===== src/rtl/uvs_pkg.sv =====
package uvs_pkg;

    localparam int SECTORS_DEF        = 36;
    localparam int STACKS_DEF         = 18;
    localparam int TRIG_FRAC_BITS_DEF = 14;

    localparam int RADIUS_W = 16;
    localparam int RING_W   = 18;
    localparam int COORD_W  = 17;
    localparam int CORNER_W = 10;
    localparam int STEP_W   = 3;

    localparam int OUT_BITS    = 3 * COORD_W + 3 * CORNER_W;
    localparam int OUT_TDATA_W = ((OUT_BITS + 7) / 8) * 8;
    localparam int IN_TDATA_W  = 8;

    // multiplier a operand
    localparam logic A_RADIUS = 1'b0;
    localparam logic A_RING   = 1'b1;

    // multiplier b operand
    localparam logic [1:0] B_SSIN = 2'd0;
    localparam logic [1:0] B_SCOS = 2'd1;
    localparam logic [1:0] B_CCOS = 2'd2;
    localparam logic [1:0] B_CSIN = 2'd3;

    // write-back targets
    localparam logic [1:0] WB_NONE = 2'd0;
    localparam logic [1:0] WB_RR   = 2'd1;
    localparam logic [1:0] WB_RH   = 2'd2;
    localparam logic [1:0] WB_X    = 2'd3;

    // sequencing
    localparam logic [1:0] J_NEXT     = 2'd0;
    localparam logic [1:0] J_GOTO     = 2'd1;
    localparam logic [1:0] J_DISPATCH = 2'd2;
    localparam logic [1:0] J_END      = 2'd3;

    typedef struct packed {
        logic              mul_en;
        logic              a_sel;
        logic [1:0]        b_sel;
        logic [1:0]        wb;
        logic [1:0]        jmp;
        logic [STEP_W-1:0] target;
        logic              emit_vtx;
        logic              emit_tri;
    } ctrl_t;

    typedef struct packed {
        logic tri_phase;
        logic sector_nz;
        logic out_free;
    } seq_cond_t;

endpackage


===== src/rtl/uv_sphere_mesh_generator.sv =====
// uv sphere mesh generator, one mesh element per input transaction
// vertex: steps DISP, VX, XW, OUT; DISP, RH, RX, XW, OUT on the first vertex of a ring
// triangle: steps DISP, TRI; the last step writes the result register
// a new transaction is taken in the last step of the previous one; one shared multiplier
// and the microcode program set the step count
// asynchronous active-low reset: radius 256, sequencer idle, mesh restarts at vertex 0
module uv_sphere_mesh_generator
    import uvs_pkg::*;
#(
    parameter int SECTORS        = SECTORS_DEF,
    parameter int STACKS         = STACKS_DEF,
    parameter int TRIG_FRAC_BITS = TRIG_FRAC_BITS_DEF
)
(
    input  logic                   clk,
    input  logic                   rst_n,

    input  logic                   cfg_valid,
    output logic                   cfg_ready,
    input  logic [RADIUS_W-1:0]    cfg_data,       // sphere_radius

    input  logic                   s_axis_tvalid,
    output logic                   s_axis_tready,
    input  logic [IN_TDATA_W-1:0]  s_axis_tdata,   // restart, zero pad

    output logic                   m_axis_tvalid,
    input  logic                   m_axis_tready,
    output logic [OUT_TDATA_W-1:0] m_axis_tdata,   // coord_x, coord_y, coord_z,
                                                   // corner_a, corner_b, corner_c, zero pad
    output logic                   m_axis_tuser,   // element_kind
    output logic                   m_axis_tlast    // mesh_end
);

    localparam int TW    = TRIG_FRAC_BITS + 2;
    localparam int PW    = RING_W + TW;
    localparam int STK_W = $clog2(STACKS + 1);
    localparam int SEC_W = $clog2(SECTORS + 1);
    localparam int IW    = $clog2((STACKS + 1) * (SECTORS + 1));
    localparam int IXW   = (IW > CORNER_W) ? IW : CORNER_W;
    localparam logic signed [PW-1:0] RND_HALF = PW'(64'd1 << (TRIG_FRAC_BITS - 1));

    logic [RADIUS_W-1:0]    radius_reg;
    logic                   phase_reg;
    logic                   phase_next;
    logic [STK_W-1:0]       stack_reg;
    logic [STK_W-1:0]       stack_next;
    logic [SEC_W-1:0]       sector_reg;
    logic [SEC_W-1:0]       sector_next;
    logic                   second_reg;
    logic                   second_next;
    logic signed [RING_W-1:0] ring_r_reg;
    logic signed [RING_W-1:0] ring_r_next;
    logic signed [RING_W-1:0] ring_h_reg;
    logic signed [RING_W-1:0] ring_h_next;
    logic signed [RING_W-1:0] x_reg;
    logic signed [RING_W-1:0] x_next;
    logic signed [PW-1:0]   prod_reg;
    logic signed [PW-1:0]   prod_next;

    logic                   out_valid_reg;
    logic                   out_valid_next;
    logic                   out_kind_reg;
    logic                   out_kind_next;
    logic                   out_last_reg;
    logic                   out_last_next;
    logic [COORD_W-1:0]     out_x_reg;
    logic [COORD_W-1:0]     out_x_next;
    logic [COORD_W-1:0]     out_y_reg;
    logic [COORD_W-1:0]     out_y_next;
    logic [COORD_W-1:0]     out_z_reg;
    logic [COORD_W-1:0]     out_z_next;
    logic [CORNER_W-1:0]    out_a_reg;
    logic [CORNER_W-1:0]    out_a_next;
    logic [CORNER_W-1:0]    out_b_reg;
    logic [CORNER_W-1:0]    out_b_next;
    logic [CORNER_W-1:0]    out_c_reg;
    logic [CORNER_W-1:0]    out_c_next;

    ctrl_t                  ctrl;
    seq_cond_t              cond;
    logic                   accept;
    logic                   seq_ready;
    logic signed [TW-1:0]   stack_sin;
    logic signed [TW-1:0]   stack_cos;
    logic signed [TW-1:0]   sector_sin;
    logic signed [TW-1:0]   sector_cos;
    logic signed [RING_W-1:0] mul_a;
    logic signed [TW-1:0]   mul_b;
    logic signed [PW-1:0]   rnd_full;
    logic signed [RING_W-1:0] rnd_val;
    logic [IXW-1:0]         k1;
    logic [IXW-1:0]         k2;
    logic [IXW-1:0]         k1_inc;
    logic [IXW-1:0]         k2_inc;
    logic [SEC_W-1:0]       sec_inc;
    logic [STK_W-1:0]       stk_new;

    assign cfg_ready     = 1'b1;
    assign s_axis_tready = seq_ready;
    assign accept        = s_axis_tvalid && seq_ready;

    assign cond.tri_phase = phase_reg;
    assign cond.sector_nz = (sector_reg != '0);
    assign cond.out_free  = !out_valid_reg || m_axis_tready;

    uvs_sequencer u_seq (
        .clk   (clk),
        .rst_n (rst_n),
        .start (accept),
        .cond  (cond),
        .ready (seq_ready),
        .ctrl  (ctrl)
    );

    uvs_trig_rom #(
        .SECTORS        (SECTORS),
        .STACKS         (STACKS),
        .TRIG_FRAC_BITS (TRIG_FRAC_BITS)
    ) u_trig (
        .stack_idx  (stack_reg),
        .sector_idx (sector_reg),
        .stack_sin  (stack_sin),
        .stack_cos  (stack_cos),
        .sector_sin (sector_sin),
        .sector_cos (sector_cos)
    );

    always_comb
    begin
        mul_a = (ctrl.a_sel == A_RING) ? ring_r_reg : signed'({2'b00, radius_reg});
        case (ctrl.b_sel)
            B_SSIN:  mul_b = stack_sin;
            B_SCOS:  mul_b = stack_cos;
            B_CCOS:  mul_b = sector_cos;
            B_CSIN:  mul_b = sector_sin;
            default: mul_b = '0;
        endcase
    end

    // round to nearest, ties up
    assign rnd_full = (prod_reg + RND_HALF) >>> TRIG_FRAC_BITS;
    assign rnd_val  = rnd_full[RING_W-1:0];

    assign k1      = IXW'(stack_reg) * IXW'(SECTORS + 1) + IXW'(sector_reg);
    assign k2      = k1 + IXW'(SECTORS + 1);
    assign k1_inc  = k1 + 1'b1;
    assign k2_inc  = k2 + 1'b1;
    assign sec_inc = sector_reg + 1'b1;

    always_comb
    begin
        phase_next     = phase_reg;
        stack_next     = stack_reg;
        sector_next    = sector_reg;
        second_next    = second_reg;
        ring_r_next    = ring_r_reg;
        ring_h_next    = ring_h_reg;
        x_next         = x_reg;
        prod_next      = prod_reg;
        out_valid_next = out_valid_reg;
        out_kind_next  = out_kind_reg;
        out_last_next  = out_last_reg;
        out_x_next     = out_x_reg;
        out_y_next     = out_y_reg;
        out_z_next     = out_z_reg;
        out_a_next     = out_a_reg;
        out_b_next     = out_b_reg;
        out_c_next     = out_c_reg;
        stk_new        = stack_reg;

        if (ctrl.mul_en)
        begin
            prod_next = PW'(mul_a) * PW'(mul_b);
        end

        case (ctrl.wb)
            WB_RR:   ring_r_next = rnd_val;
            WB_RH:   ring_h_next = rnd_val;
            WB_X:    x_next      = rnd_val;
            default: ;
        endcase

        if (out_valid_reg && m_axis_tready)
        begin
            out_valid_next = 1'b0;
        end

        if (ctrl.emit_vtx)
        begin
            out_valid_next = 1'b1;
            out_kind_next  = 1'b0;
            out_last_next  = 1'b0;
            out_x_next     = x_reg[COORD_W-1:0];
            out_y_next     = rnd_val[COORD_W-1:0];
            out_z_next     = ring_h_reg[COORD_W-1:0];
            out_a_next     = '0;
            out_b_next     = '0;
            out_c_next     = '0;
            if (sector_reg == SEC_W'(SECTORS))
            begin
                sector_next = '0;
                if (stack_reg == STK_W'(STACKS))
                begin
                    phase_next  = 1'b1;
                    stack_next  = '0;
                    second_next = 1'b1;
                end
                else
                begin
                    stack_next = stack_reg + 1'b1;
                end
            end
            else
            begin
                sector_next = sec_inc;
            end
        end

        if (ctrl.emit_tri)
        begin
            out_valid_next = 1'b1;
            out_kind_next  = 1'b1;
            out_last_next  = 1'b0;
            out_x_next     = '0;
            out_y_next     = '0;
            out_z_next     = '0;
            out_b_next     = k2[CORNER_W-1:0];
            if (!second_reg)
            begin
                out_a_next = k1[CORNER_W-1:0];
                out_c_next = k1_inc[CORNER_W-1:0];
            end
            else
            begin
                out_a_next = k1_inc[CORNER_W-1:0];
                out_c_next = k2_inc[CORNER_W-1:0];
            end
            if (!second_reg && stack_reg != STK_W'(STACKS - 1))
            begin
                second_next = 1'b1;
            end
            else
            begin
                if (sec_inc >= SEC_W'(SECTORS))
                begin
                    sector_next = '0;
                    stk_new     = stack_reg + 1'b1;
                end
                else
                begin
                    sector_next = sec_inc;
                end
                stack_next  = stk_new;
                second_next = (stk_new == '0);
                if (stk_new >= STK_W'(STACKS))
                begin
                    out_last_next = 1'b1;
                    phase_next    = 1'b0;
                    stack_next    = '0;
                    sector_next   = '0;
                    second_next   = 1'b0;
                end
            end
        end

        // restart wins over the update of the element just finished
        if (accept && s_axis_tdata[0])
        begin
            phase_next  = 1'b0;
            stack_next  = '0;
            sector_next = '0;
            second_next = 1'b0;
        end
    end

    always_ff @(posedge clk or negedge rst_n)
    begin
        if (!rst_n)
        begin
            radius_reg    <= RADIUS_W'(256);
            phase_reg     <= 1'b0;
            stack_reg     <= '0;
            sector_reg    <= '0;
            second_reg    <= 1'b0;
            ring_r_reg    <= '0;
            ring_h_reg    <= '0;
            out_valid_reg <= 1'b0;
        end
        else
        begin
            if (cfg_valid && cfg_ready)
            begin
                radius_reg <= cfg_data;
            end
            phase_reg     <= phase_next;
            stack_reg     <= stack_next;
            sector_reg    <= sector_next;
            second_reg    <= second_next;
            ring_r_reg    <= ring_r_next;
            ring_h_reg    <= ring_h_next;
            out_valid_reg <= out_valid_next;
        end
    end

    always_ff @(posedge clk)
    begin
        x_reg        <= x_next;
        prod_reg     <= prod_next;
        out_kind_reg <= out_kind_next;
        out_last_reg <= out_last_next;
        out_x_reg    <= out_x_next;
        out_y_reg    <= out_y_next;
        out_z_reg    <= out_z_next;
        out_a_reg    <= out_a_next;
        out_b_reg    <= out_b_next;
        out_c_reg    <= out_c_next;
    end

    assign m_axis_tvalid = out_valid_reg;
    assign m_axis_tuser  = out_kind_reg;
    assign m_axis_tlast  = out_last_reg;
    assign m_axis_tdata  = OUT_TDATA_W'({out_c_reg, out_b_reg, out_a_reg,
                                         out_z_reg, out_y_reg, out_x_reg});

endmodule


===== src/rtl/uvs_trig_rom.sv =====
module uvs_trig_rom
    import uvs_pkg::*;
#(
    parameter int SECTORS        = SECTORS_DEF,
    parameter int STACKS         = STACKS_DEF,
    parameter int TRIG_FRAC_BITS = TRIG_FRAC_BITS_DEF,
    localparam int TW            = TRIG_FRAC_BITS + 2,
    localparam int STK_W         = $clog2(STACKS + 1),
    localparam int SEC_W         = $clog2(SECTORS + 1)
)
(
    input  logic [STK_W-1:0]     stack_idx,
    input  logic [SEC_W-1:0]     sector_idx,
    output logic signed [TW-1:0] stack_sin,
    output logic signed [TW-1:0] stack_cos,
    output logic signed [TW-1:0] sector_sin,
    output logic signed [TW-1:0] sector_cos
);

    localparam longint unsigned HALF_PI_Q30 = 64'd1686629713;

    // taylor series of sine in q2.30, argument in 0..pi/2
    function automatic longint unsigned sin_q30(input longint unsigned x);
        longint unsigned x2;
        longint unsigned term;
        longint          sum;
        x2   = (x * x) >> 30;
        term = x;
        sum  = longint'(x);
        term = ((term * x2) >> 30) / 64'd6;
        sum  = sum - longint'(term);
        term = ((term * x2) >> 30) / 64'd20;
        sum  = sum + longint'(term);
        term = ((term * x2) >> 30) / 64'd42;
        sum  = sum - longint'(term);
        term = ((term * x2) >> 30) / 64'd72;
        sum  = sum + longint'(term);
        term = ((term * x2) >> 30) / 64'd110;
        sum  = sum - longint'(term);
        term = ((term * x2) >> 30) / 64'd156;
        sum  = sum + longint'(term);
        term = ((term * x2) >> 30) / 64'd210;
        sum  = sum - longint'(term);
        term = ((term * x2) >> 30) / 64'd272;
        sum  = sum + longint'(term);
        term = ((term * x2) >> 30) / 64'd342;
        sum  = sum - longint'(term);
        term = ((term * x2) >> 30) / 64'd420;
        sum  = sum + longint'(term);
        if (sum < 0)
        begin
            sum = 0;
        end
        return longint'(sum);
    endfunction

    function automatic logic signed [TW-1:0] trig_finish(input longint unsigned mag_q30,
                                                         input logic neg);
        longint unsigned mag;
        longint          val;
        mag = (mag_q30 + (64'd1 << (29 - TRIG_FRAC_BITS))) >> (30 - TRIG_FRAC_BITS);
        if (mag > (64'd1 << TRIG_FRAC_BITS))
        begin
            mag = 64'd1 << TRIG_FRAC_BITS;
        end
        val = longint'(mag);
        if (neg)
        begin
            val = -val;
        end
        return TW'(val);
    endfunction

    // sine of (pi/2)*m/STACKS
    function automatic logic signed [TW-1:0] stack_trig(input int unsigned m);
        int unsigned     q;
        int unsigned     r;
        longint unsigned x;
        q = (m / STACKS) & 3;
        r = m % STACKS;
        if (q[0])
        begin
            r = STACKS - r;
        end
        x = (HALF_PI_Q30 * 64'(r)) / STACKS;
        return trig_finish(sin_q30(x), q >= 2);
    endfunction

    // sine of (pi/2)*m/SECTORS
    function automatic logic signed [TW-1:0] sector_trig(input int unsigned m);
        int unsigned     q;
        int unsigned     r;
        longint unsigned x;
        q = (m / SECTORS) & 3;
        r = m % SECTORS;
        if (q[0])
        begin
            r = SECTORS - r;
        end
        x = (HALF_PI_Q30 * 64'(r)) / SECTORS;
        return trig_finish(sin_q30(x), q >= 2);
    endfunction

    logic signed [TW-1:0] ssin_tab [0:STACKS];
    logic signed [TW-1:0] scos_tab [0:STACKS];
    logic signed [TW-1:0] csin_tab [0:SECTORS];
    logic signed [TW-1:0] ccos_tab [0:SECTORS];

    for (genvar g = 0; g <= STACKS; g++)
    begin : g_stack
        localparam logic signed [TW-1:0] SIN_V = stack_trig(2 * g);
        localparam logic signed [TW-1:0] COS_V = stack_trig(2 * g + STACKS);
        assign ssin_tab[g] = SIN_V;
        assign scos_tab[g] = COS_V;
    end

    for (genvar g = 0; g <= SECTORS; g++)
    begin : g_sector
        localparam logic signed [TW-1:0] SIN_V = sector_trig(4 * g);
        localparam logic signed [TW-1:0] COS_V = sector_trig(4 * g + SECTORS);
        assign csin_tab[g] = SIN_V;
        assign ccos_tab[g] = COS_V;
    end

    always_comb
    begin
        stack_sin = '0;
        stack_cos = '0;
        if (stack_idx <= STK_W'(STACKS))
        begin
            stack_sin = ssin_tab[stack_idx];
            stack_cos = scos_tab[stack_idx];
        end
    end

    always_comb
    begin
        sector_sin = '0;
        sector_cos = '0;
        if (sector_idx <= SEC_W'(SECTORS))
        begin
            sector_sin = csin_tab[sector_idx];
            sector_cos = ccos_tab[sector_idx];
        end
    end

endmodule


===== src/rtl/uvs_sequencer.sv =====
module uvs_sequencer
    import uvs_pkg::*;
(
    input  logic      clk,
    input  logic      rst_n,
    input  logic      start,
    input  seq_cond_t cond,
    output logic      ready,
    output ctrl_t     ctrl
);

    localparam logic [STEP_W-1:0] STEP_DISP = 3'd0;
    localparam logic [STEP_W-1:0] STEP_RH   = 3'd1;
    localparam logic [STEP_W-1:0] STEP_RX   = 3'd2;
    localparam logic [STEP_W-1:0] STEP_XW   = 3'd3;
    localparam logic [STEP_W-1:0] STEP_OUT  = 3'd4;
    localparam logic [STEP_W-1:0] STEP_VX   = 3'd5;
    localparam logic [STEP_W-1:0] STEP_TRI  = 3'd6;

    logic              busy_reg;
    logic              busy_next;
    logic [STEP_W-1:0] step_reg;
    logic [STEP_W-1:0] step_next;
    ctrl_t             word;
    logic              hold;

    // program: mul_en a_sel b_sel wb jmp target emit_vtx emit_tri
    always_comb
    begin
        case (step_reg)
            STEP_DISP: word = '{1'b1, A_RADIUS, B_SSIN, WB_NONE, J_DISPATCH, STEP_DISP,
                                1'b0, 1'b0};
            STEP_RH:   word = '{1'b1, A_RADIUS, B_SCOS, WB_RR, J_NEXT, STEP_DISP,
                                1'b0, 1'b0};
            STEP_RX:   word = '{1'b1, A_RING, B_CCOS, WB_RH, J_NEXT, STEP_DISP,
                                1'b0, 1'b0};
            STEP_XW:   word = '{1'b1, A_RING, B_CSIN, WB_X, J_NEXT, STEP_DISP,
                                1'b0, 1'b0};
            STEP_OUT:  word = '{1'b0, A_RADIUS, B_SSIN, WB_NONE, J_END, STEP_DISP,
                                1'b1, 1'b0};
            STEP_VX:   word = '{1'b1, A_RING, B_CCOS, WB_NONE, J_GOTO, STEP_XW,
                                1'b0, 1'b0};
            STEP_TRI:  word = '{1'b0, A_RADIUS, B_SSIN, WB_NONE, J_END, STEP_DISP,
                                1'b0, 1'b1};
            default:   word = '{1'b0, A_RADIUS, B_SSIN, WB_NONE, J_END, STEP_DISP,
                                1'b0, 1'b0};
        endcase
    end

    assign hold  = (word.emit_vtx || word.emit_tri) && !cond.out_free;
    assign ready = !busy_reg || (word.jmp == J_END && !hold);

    always_comb
    begin
        ctrl = '0;
        if (busy_reg)
        begin
            ctrl          = word;
            ctrl.emit_vtx = word.emit_vtx && cond.out_free;
            ctrl.emit_tri = word.emit_tri && cond.out_free;
        end
    end

    always_comb
    begin
        busy_next = busy_reg;
        step_next = step_reg;
        if (!busy_reg)
        begin
            if (start)
            begin
                busy_next = 1'b1;
                step_next = STEP_DISP;
            end
        end
        else if (!hold)
        begin
            case (word.jmp)
                J_NEXT:
                begin
                    step_next = step_reg + 1'b1;
                end
                J_GOTO:
                begin
                    step_next = word.target;
                end
                J_DISPATCH:
                begin
                    if (cond.tri_phase)
                    begin
                        step_next = STEP_TRI;
                    end
                    else if (cond.sector_nz)
                    begin
                        step_next = STEP_VX;
                    end
                    else
                    begin
                        step_next = step_reg + 1'b1;
                    end
                end
                J_END:
                begin
                    busy_next = start;
                    step_next = STEP_DISP;
                end
                default:
                begin
                    busy_next = 1'b0;
                    step_next = STEP_DISP;
                end
            endcase
        end
    end

    always_ff @(posedge clk or negedge rst_n)
    begin
        if (!rst_n)
        begin
            busy_reg <= 1'b0;
            step_reg <= STEP_DISP;
        end
        else
        begin
            busy_reg <= busy_next;
            step_reg <= step_next;
        end
    end

endmodule

===== config.mk =====
export PLATFORM = sky130hd
export DESIGN_NAME = uv_sphere_mesh_generator
export DESIGN_NICKNAME = d
export VERILOG_FILES = /design/src/rtl/uvs_pkg.sv /design/src/rtl/uv_sphere_mesh_generator.sv /design/src/rtl/uvs_trig_rom.sv /design/src/rtl/uvs_sequencer.sv
export SDC_FILE = /design/constraint.sdc
export NUM_CORES = 1
export LEC_CHECK = 0
export BUFFER_PORTS_ARGS = -buffer_cell sky130_fd_sc_hd__buf_4
export CAP_MARGIN = 30
export CORE_ASPECT_RATIO = 0.6
export CORE_UTILIZATION = 35
export CTS_CLUSTER_SIZE = 16
export DETAILED_ROUTE_END_ITERATION = 10
export GPL_ROUTABILITY_DRIVEN = 0
export GPL_TIMING_DRIVEN = 1
export SYNTH_ARGS = -nofsm -noshare
export SYNTH_HDL_FRONTEND = slang
export SYNTH_SLANG_ARGS = --single-unit

===== constraint.sdc =====
create_clock -name clk -period 16.5 [get_ports clk]
set_input_delay 3.3 -clock clk [delete_from_list [all_inputs] [get_ports clk]]
set_output_delay 3.3 -clock clk [all_outputs]
set_load 0.05 [all_outputs]

==> summary.md <==
| Metric | Value |
|---|---|
| Status | `finished clean` |
| Total gr overflow | `0` |
| Post-route clock period utilization | `61.6%` |
| Clk slew on worst S/H paths | `0.08 ns` |
| Max Freq | `0.0984 GHz` |
| Minimum clock period | `10.16 ns` |
| FFs w/ async S/R, synth | `36.7%` |
| Sequential cell area fraction in the yosys report | `22.0%` |
| R2R Path End | `prod_reg[31]` |
| Total GRT Usage | `21.0%` |
| CORE AREA | `61100 sq um` |
| Site row count | `70` |
| Root buf cell | `clkbuf_16` |
| Placed instance count | `3279` |
| Distinct cells, synth | `100` |
| Vias per cell | `5.37` |
| Critical path arrival | `10.36 ns` |
| Antenna violations before repair | `2` |
| Multi-input gate area | `15100 sq um` |
| Final Non-Filler Cells | `3314` |
| I/O pins | `122` |
| Clock buffer depth | `2` |
| Min-Delay Path Depth | `1` |
| Largest net degree at the start of global routing | `63` |
| EDFF count, synth | `67` |
| Hold worst-path end | `out_x_reg[1]` |
| Post-route ant nets | `0` |
| Worst Hold Class | `register to register` |
| Largest register FFs | `19` |
| Nets | `2911` |
| Ys flop type | `dfrtp_1` |
| Worst r2r src | `sector_reg[0]` |
| Share of cells above drive strength 1 | `10.7%` |
| Hold Vio Cnt, Final | `0` |
| Cts bufs inserted | `17` |
| Max cap viols | `0` |
| Hold Crit Start | `x_reg[1]` |
| Seq cells post-synth | `188` |
| Vias | `17.8k` |
| Post-DR wirelength/cell | `19.7 um` |
| Initial core utilization | `35.5%` |
| Mapped Area | `21700 sq um` |
| Headroom to the max-slew limit | `29.0%` |
| CTS tree | `built` |
| Setup ws final | `6.34 ns` |
| Number of global-route vias before repair | `17.4k` |
| Max-slew violation count | `0` |
| Fill count | `6100` |
| Worst-margin pin slew | `1.04 ns` |
| Drt initial violations | `2128` |
| Most frequent cells in the layout | `inv_1, fa_1, nor2_1` |
| Critical Path RT | `16.70 ns` |
| Area growth syn-to-layout | `11.0%` |
| Mapped Cells | `2421` |
| Slowest stage cell, crit path | `dfrtp_1` |
| Syn_area_per_cell | `8.96 sq um` |
| CTS Hold Bufs | `0` |
| Setup CP Type | `register to register` |
| Post_cts resized | `0` |
| Post-CTS setup buffer count | `0` |
| First-pass GRT wire length | `102000 um` |
| Final hold slack | `0.458 ns` |
| Fin Setup TNS | `0 ns` |
| Most common cell after layout, fill and taps aside | `inv_1` |
| CTS sink cnt | `188` |
| RSZ-0062 raised after global routing | `false` |
| WL final | `65300 um` |
| Synth warnings | `0` |
| Number of remaining DRC errors | `0` |
| Clk_skew | `0.0155 ns` |
| Drt pass-1 iters | `6` |
| Hpwl dp | `51900 um` |
| Flop2flop setup slack | `6.34 ns` |
| Die footprint | `63000 sq um` |
| Critical path launch point type | `register` |
| Clock Latency Late Sink | `0.45 ns` |
| Input/output buffers | `106` |
| Endpoint type of the worst setup path | `register` |
| FF+latch area | `4780 sq um` |
| Reg2Reg Depth | `28` |
| Die Width | `323 um` |
| CP max stage delay | `0.79 ns` |
| Final setup fails | `0` |
| Worst-path fanout max | `20` |
| Die Y | `195 um` |
| Pre-CTS setup slack | `6.81 ns` |
| H-tree lvl count | `4` |
==> worst max path at each step <==
stage / from / end / slack [ns]
3_3_place_gp: sector_reg[0] / prod_reg[31] / 6.77
3_5_place_dp: sector_reg[0] / prod_reg[31] / 6.81
6_report: sector_reg[0] / prod_reg[31] / 6.34
5_1_grt: sector_reg[0] / prod_reg[31] / 6.03
4_1_cts: sector_reg[0] / prod_reg[31] / 6.74
2_1_floorplan: sector_reg[0] / prod_reg[26] / 8.23
==> cell type report <==
type	count	area share, %
well taps	828	4.30
flip-flops and latches	188	19.9
diodes	1	0.0104
clock buffers	18	1.82
multi-input cells	1742	62.5
inverters	374	5.83
repair buffers	149	4.89
clock inverters	14	0.759
==> per-stage QoR <==
stage | instance area, sq um | utilization, %
floorplan | 21700 | -
global placement | 23400 | 38.2
detailed placement | 23400 | 38.3
CTS | 24100 | 39.3
global route | 24100 | 39.4
finish | 24100 | 39.4
==> cells by family (layout without fill, tap and decap cells) <==
logic type / Yosys count / in the layout / synth area share, %
XOR/XNOR: 76 / 76 / 3.13
adder cells (fa/ha/maj): 411 / 411 / 33.4
AND/OR/NAND/NOR: 729 / 729 / 15.2
flip-flops: 188 / 188 / 22.0
buffers and inverters: 497 / 555 / 8.88
multiplexers: 60 / 60 / 3.03
AO/OA/AOI/OAI: 458 / 458 / 14.4
other: 2 / 9 / 0.0346
==> worst max-delay path, delay by kind of cell, from the launching register on <==
kind / cells / cell delay [ns]
AO/OA/AOI/OAI: 11 / 3.52
adder cells (fa/ha/maj): 8 / 3.76
buffers and inverters: 5 / 0.53
flip-flops: 1 / 0.79
AND/OR/NAND/NOR: 4 / 1.26
==> per-layer routing <==
metal  track usage, %  vias to the layer above  part of all wire, %
met3             8.04                       70                   14
li1                 -                     8054                    -
met1             32.7                     8745                   47
met4             3.39                        2                 0.99
met2             26.9                      922                   38
met5                0                        -                0.020
==> cell usage after synthesis (45+ instances only) <==
cell type | n | share of area [%]
nand2_1 | 225 | 3.9
nor2_1 | 274 | 4.7
inv_1 | 371 | 6.4
fa_1 | 280 | 26
dfxtp_1 | 52 | 4.8
xnor2_1 | 53 | 2.1
ha_1 | 130 | 7.5
o21ai_0 | 104 | 2.4
clkbuf_1 | 87 | 1.5
a21oi_1 | 117 | 2.7
edfxtp_1 | 67 | 9.3
nand2b_1 | 45 | 1.3
dfrtp_1 | 68 | 7.8
Power is not shown: default switching activity piles up to over one toggle a cycle in this logic, so the estimate is an artifact.
